===== src/hdl/bsil_pkg.sv =====
package bsil_pkg;

  localparam int KeyWidth = 38;
  localparam int KeyLowBits = 30;
  localparam int SubkeyWidth = 8;
  localparam int NibbleShift = 4;
  localparam int OffsetWidth = 17;

  typedef enum logic [1:0] {
    OP_WRITE_END = 2'd0,
    OP_WRITE_SUBKEY = 2'd1,
    OP_QUERY = 2'd2,
    OP_NONE = 2'd3
  } op_t;

  typedef enum logic [1:0] {
    KIND_EXACT = 2'd0,
    KIND_SMALL = 2'd1,
    KIND_NIBBLE = 2'd2
  } kind_t;

  typedef struct packed {
    logic [1:0] operation;
    logic [15:0] table_address;
    logic [16:0] table_value;
    logic [37:0] key;
  } in_item_t;

  typedef struct packed {
    logic [16:0] range_begin;
    logic [16:0] range_end;
    logic [1:0] match_kind;
    logic key_error;
  } out_item_t;

  typedef struct packed {
    op_t op;
    logic bad_key;
    logic [15:0] address;
    logic [16:0] value;
    logic [29:0] bucket;
    logic [7:0] subkey;
  } cmd_t;

  typedef enum logic [3:0] {
    ST_IDLE,
    ST_END_RD,
    ST_END_WAIT,
    ST_BEGIN_WAIT,
    ST_SPAN,
    ST_SEARCH_RD,
    ST_SEARCH_WAIT,
    ST_DECIDE,
    ST_UP_RD,
    ST_UP_WAIT,
    ST_DOWN_RD,
    ST_DOWN_WAIT,
    ST_EMIT
  } state_t;

endpackage


===== src/hdl/bsil_front.sv =====
module bsil_front
  import bsil_pkg::*;
(
  input  logic     clk,
  input  logic     rst,
  input  logic     in_valid,
  output logic     in_stall,
  input  in_item_t in_data,
  output logic     q_valid,
  input  logic     q_take,
  output cmd_t     q_data
);

  localparam int Depth = 2;

  cmd_t       fifo [Depth];
  logic       wr_ptr;
  logic       rd_ptr;
  logic [1:0] count;
  cmd_t       cmd;
  logic       push;
  logic       pop;

  always_comb begin
    cmd.op = op_t'(in_data.operation);
    cmd.address = in_data.table_address;
    cmd.value = in_data.table_value;
    cmd.bucket = in_data.key[KeyLowBits-1:0];
    cmd.subkey = in_data.key[KeyWidth-1:KeyLowBits];
    cmd.bad_key = 1'b0;
  end

  assign in_stall = (count == 2'(Depth));
  assign push = in_valid && !in_stall;
  assign q_valid = (count != 2'd0);
  assign pop = q_valid && q_take;
  assign q_data = fifo[rd_ptr];

  always_ff @(posedge clk) begin
    if (push) begin
      fifo[wr_ptr] <= cmd;
    end
  end

  always_ff @(posedge clk) begin
    if (rst) begin
      wr_ptr <= 1'b0;
      rd_ptr <= 1'b0;
      count <= 2'd0;
    end else begin
      if (push) begin
        wr_ptr <= ~wr_ptr;
      end
      if (pop) begin
        rd_ptr <= ~rd_ptr;
      end
      count <= count + 2'(push) - 2'(pop);
    end
  end

endmodule


===== config.mk =====
export PLATFORM = sky130hd
export DESIGN_NAME = bsil_front
export DESIGN_NICKNAME = d
export VERILOG_FILES = /design/src/hdl/bsil_pkg.sv /design/src/hdl/bsil_front.sv
export SDC_FILE = /design/constraint.sdc
export NUM_CORES = 1
export LEC_CHECK = 0
export ABC_AREA = 1
export BUFFER_PORTS_ARGS = -buffer_cell sky130_fd_sc_hd__buf_2
export CAP_MARGIN = 10
export CORE_MARGIN = 5
export CORE_UTILIZATION = 55
export DETAILED_ROUTE_END_ITERATION = 16
export GPL_ROUTABILITY_DRIVEN = 0
export HOLD_SLACK_MARGIN = 0.12
export PLACE_DENSITY = 0.87
export SYNTH_ARGS = -nofsm -noshare
export SYNTH_HDL_FRONTEND = slang
export SYNTH_SLANG_ARGS = --single-unit
export TNS_END_PERCENT = 10

===== constraint.sdc =====
create_clock -name clk -period 8.7 [get_ports clk]
set_clock_uncertainty 0.1 [all_clocks]
set_input_delay 0.87 -clock clk [delete_from_list [all_inputs] [get_ports clk]]
set_output_delay 0.87 -clock clk [all_outputs]
set_load 0.03 [all_outputs]

Yosys cells after proc, flatten, opt, wreduce, memory -nomap -nowiden
Memory sizes are Yosys's and may differ from the RTL's. A register that Yosys moved wholly into a read port is not among the register bits.
Index checks and enable logic that the tools add are counted.
Widths: inputs -> output; s select.
- bits in registers: 4
- RAM bits: 146
- input bits: 77
- word-level logic and storage cells: 17
- memories: 1
- add/subtract/negate cells: 2
- equal/unequal tests: 1
- mux-type cells: 4
- bitwise operators: 2
- reductions and logical operators: 4
- memories (name ; depth ; width ; read ports ; clocked after memory_dff ; write ports ; RTL line ; RTL):
    fifo ; 2 ; 73 ; 1 ; 1 ; 1 ; bsil_front.sv:16 ; cmd_t fifo [Depth];
- operators with widths (kind ; count):
    $mux 1 ; 4
    $add 2x1->2 ; 1
    $eq 2x2->1 const B ; 1
    $logic_and 1x1->1 ; 2
    $not 1->1 ; 2
    $reduce_bool 2->1 ; 1
    $sub 2x1->2 ; 1
    $logic_not 1->1 ; 1

Logic depth before layout (Yosys ltp)
- depth in word-level cells: 5
- mapped depth: 11

Least setup slack after synthesis
OpenSTA, ideal clock, no wires.
- kind: input to register
- start: in in_valid
- end: mem fifo[0][0] in the netlist's numbering (enable)
- library setup time: 0.504 ns
- arrival time: 3.985 ns
- setup slack: 4.111 ns
- stages on the path: 2
- cell sequence: nand2_1 -> nor2_1
- longest elaborated chain between the ends: 3
- RTL lines (item ; RTL line ; RTL):
    start: declaration ; bsil_front.sv:6 ; input logic in_valid,
    $logic_and 1x1->1 ; bsil_front.sv:34 ; assign push = in_valid && !in_stall;
    $mux 1 ; bsil_front.sv:40 ; if (push) begin
    $mux 1 (not written as such) ; bsil_front.sv:41 ; fifo[wr_ptr] <= cmd;
    end: declaration ; bsil_front.sv:16 ;
Every way passes these cells.

==> out/metrics.cfg <==
[worst_hold_path]
hp-class = flip-flop to flip-flop

[final_layout]
final_core_util_pct = 69.0
drive_above_1_share_pct = 57.0
nNetsFinal = 510
n_fill_cell = 702
area_delta_synth_final_pct = 21.6
antenna_cells = 0
mostFrequentLayoutCell = buf_2
final_cell_mix = buf_2 (151), edfxtp_1 (146), mux2_4 (70), clkbuf_16 (16)
instances_no_fill = 578

[clock_network]
post_cts_resized = 0
clk-insertion-delay-late_ns = 0.50
cts_buffer_depth = 2
htreeDepth = 4
cts_buffers = 17
cts_post_setup_buffers_inserted = 0
clk_pin_slew_ns = 0.05
cts_root_buf = clkbuf_8
hold_buffers = 0
cts.sinks = 151
cts_tree = yes

[placement]
dp_hpwl_um = 7160
port_buffers = 151
placed_cells = 548

[yosys]
synth_fa_ha_area_share_pct = 0.426
synthMuxAreaShare_pct = 18.5
ys_seq_elements = 151
yosysWarnings = 0
synth_simple_gate_area_share_pct = 1.34
synth_top_family_by_area = multiplexers
synth-compound-area-share_pct = 0.170
syn_nets = 346
yosysUniqueCellTypes = 14
synth.avg_cell_area_um2 = 22.0
netlist_instances = 267
synth_xor_area_share_pct = 0
syn_area_um2 = 5880
ys_seq_area_share_pct = 76.3

[pwr]
leakagePower_nw = 2.88
ir_drop_uv = 190
seqPwrFrac_pct = 44.0
p_sw_mw = 0.697
combPwrFrac_pct = 29.7
swShare_pct = 31.4
clkPwrFrac_pct = 26.3
internal_power_mw = 1.52
powerDensity_nw_per_um2 = 311

[floorplanning]
core_um2 = 10400
core.rowCount = 37
fp.dieH_um = 113
die_x_um = 113
io_pins = 153
dieArea_um2 = 12900
initial_core_util_pct = 56.7

[sta]
finalSetupViolCount = 0
hold_viol_final = 0
max_freq_ghz = 0.284
worst_pin_slew_ns = 0.741
rsz0062_at_grt = no
finalSetupTns_ns = 0
fin_crit_ns = 3.52
finalCritPeriodShare_pct = 40.5
max-slew-margin-rel_pct = 50.5
final_max_slew_viol_count = 0

[grt]
grtUsageTotal_pct = 16.9
antenna_found_initial = 0
grt_max_degree = 51
overflow = 0
grt_pass1_vias = 3156
grt_pass1_wl_um = 16100

[outcome]
outcome = finished, final reports clean

[setup_path]
worst_setup_path_end_kind = output pin
critical_path_required_ns = 7.73
cpMaxStageDelayCell = dfxtp_4
path_class = flip-flop to output pin
crit_fanout = 38
r2r_slack_ns = 6.24
path_cells = buf_4, mux2_4, buf_2
critPathArrivalTime_ns = 2.55
crit_family = buffers and inverters
critPathBufInv = 2
slowest_delay_ns = 0.76
worst_setup_path_start_kind = flip-flop

[flow_run]
drv_cap = 0

[drt]
avgViaCountPerCell = 4.94
drc_errors = 0
wirelength_um = 10200
dr.pass1.iters = 4
ant_nets = 0
wl_per_cell_um = 17.7
vias = 2858
drt_iter0_drc = 107

## stage by stage
stage | cell area, um2 | power (mW) | setup slack [ns] | hold slack [ns]
final | 7150 | 2.22 | 5.18 | 0.426
after global routing | 7150 | 2.32 | 5.05 | 0.412
after CTS | 7150 | 2.25 | 5.11 | 0.413
after detailed placement | 6680 | 1.66 | 5.68 | 0.403
after global placement | 6680 | 1.64 | 5.72 | 0.383
after floorplan | 5880 | 1.53 | 4.11 | 0.367
## cell usage after synthesis
library cell    n  area, um2
edfxtp_1      146       4380
mux2_4         70       1050
inv_1           9       33.8
nor2_1          9       33.8
nand2_1         8       30.0
buf_12          7        140
dfxtp_1         5        100
mux2_2          3       33.8
nand3_1         3       15.0
a21oi_1         2       10.0
ha_1            2       25.0
buf_4           1       7.51
buf_6           1       11.3
conb_1          1       3.75
## sequential cells by signal (all words and copies together), names as in the netlist, named ones only
signal and count:
fifo 146, rd_ptr 1, count 2, wr_ptr 1
## final timing paths
path | cells past startpoint | start | to
worst max-delay path | 3 | flip-flop | q_data[14]
worst min register to register | 2 | rd_ptr | rd_ptr
worst max register to register | 5 | count[0] | fifo[0][70]
worst min-delay path | 2 | rd_ptr | rd_ptr
## worst min-delay path, stage by stage (launching register included)
cell,delay (ns)
dfxtp_1,0.34
nor2_1,0.06
nor2_1,0.09
## logic make-up (layout without fill, tap and decap cells)
| logic type | Yosys count | count (layout) |
|---|---|---|
| AO/OA/AOI/OAI | 2 | 2 |
| adder cells (fa/ha/maj) | 2 | 2 |
| buffers and inverters | 18 | 193 |
| flip-flops | 151 | 151 |
| multiplexers | 73 | 73 |
| other | 1 | 1 |
| AND/OR/NAND/NOR | 20 | 20 |
## power by group through the flow
| stage | Clock, mW | Sequential (mW) | Combinational (mW) |
|---|---|---|---|
| finish | 0.584 | 0.977 | 0.660 |
| global route | 0.635 | 0.991 | 0.698 |
| CTS | 0.599 | 0.980 | 0.670 |
| detailed placement | 0 | 0.994 | 0.668 |
| global placement | 0 | 0.985 | 0.654 |
| floorplan | 0 | 0.964 | 0.564 |
## metal layers
| layer | vias up | routed length (um) | track usage, % |
|---|---|---|---|
| li1 | 1353 | - | - |
| met4 | 0 | 139 | 6.49 |
| met2 | 104 | 5450 | 29.3 |
| met1 | 1388 | 3870 | 19.0 |
| met3 | 13 | 756 | 6.21 |
| met5 | - | 0 | 0 |
## layout make-up
type | count | area [um2] | area share, %
repair buffers | 154 | 778 | 10.9
clock buffers | 23 | 437 | 6.11
well taps | 136 | 170 | 2.38
flip-flops and latches | 151 | 4490 | 62.8
inverters | 9 | 35.0 | 0.490
clock inverters | 7 | 32.5 | 0.455
multi-input cells | 98 | 1210 | 16.9
Power figures use the tool's default switching activity.
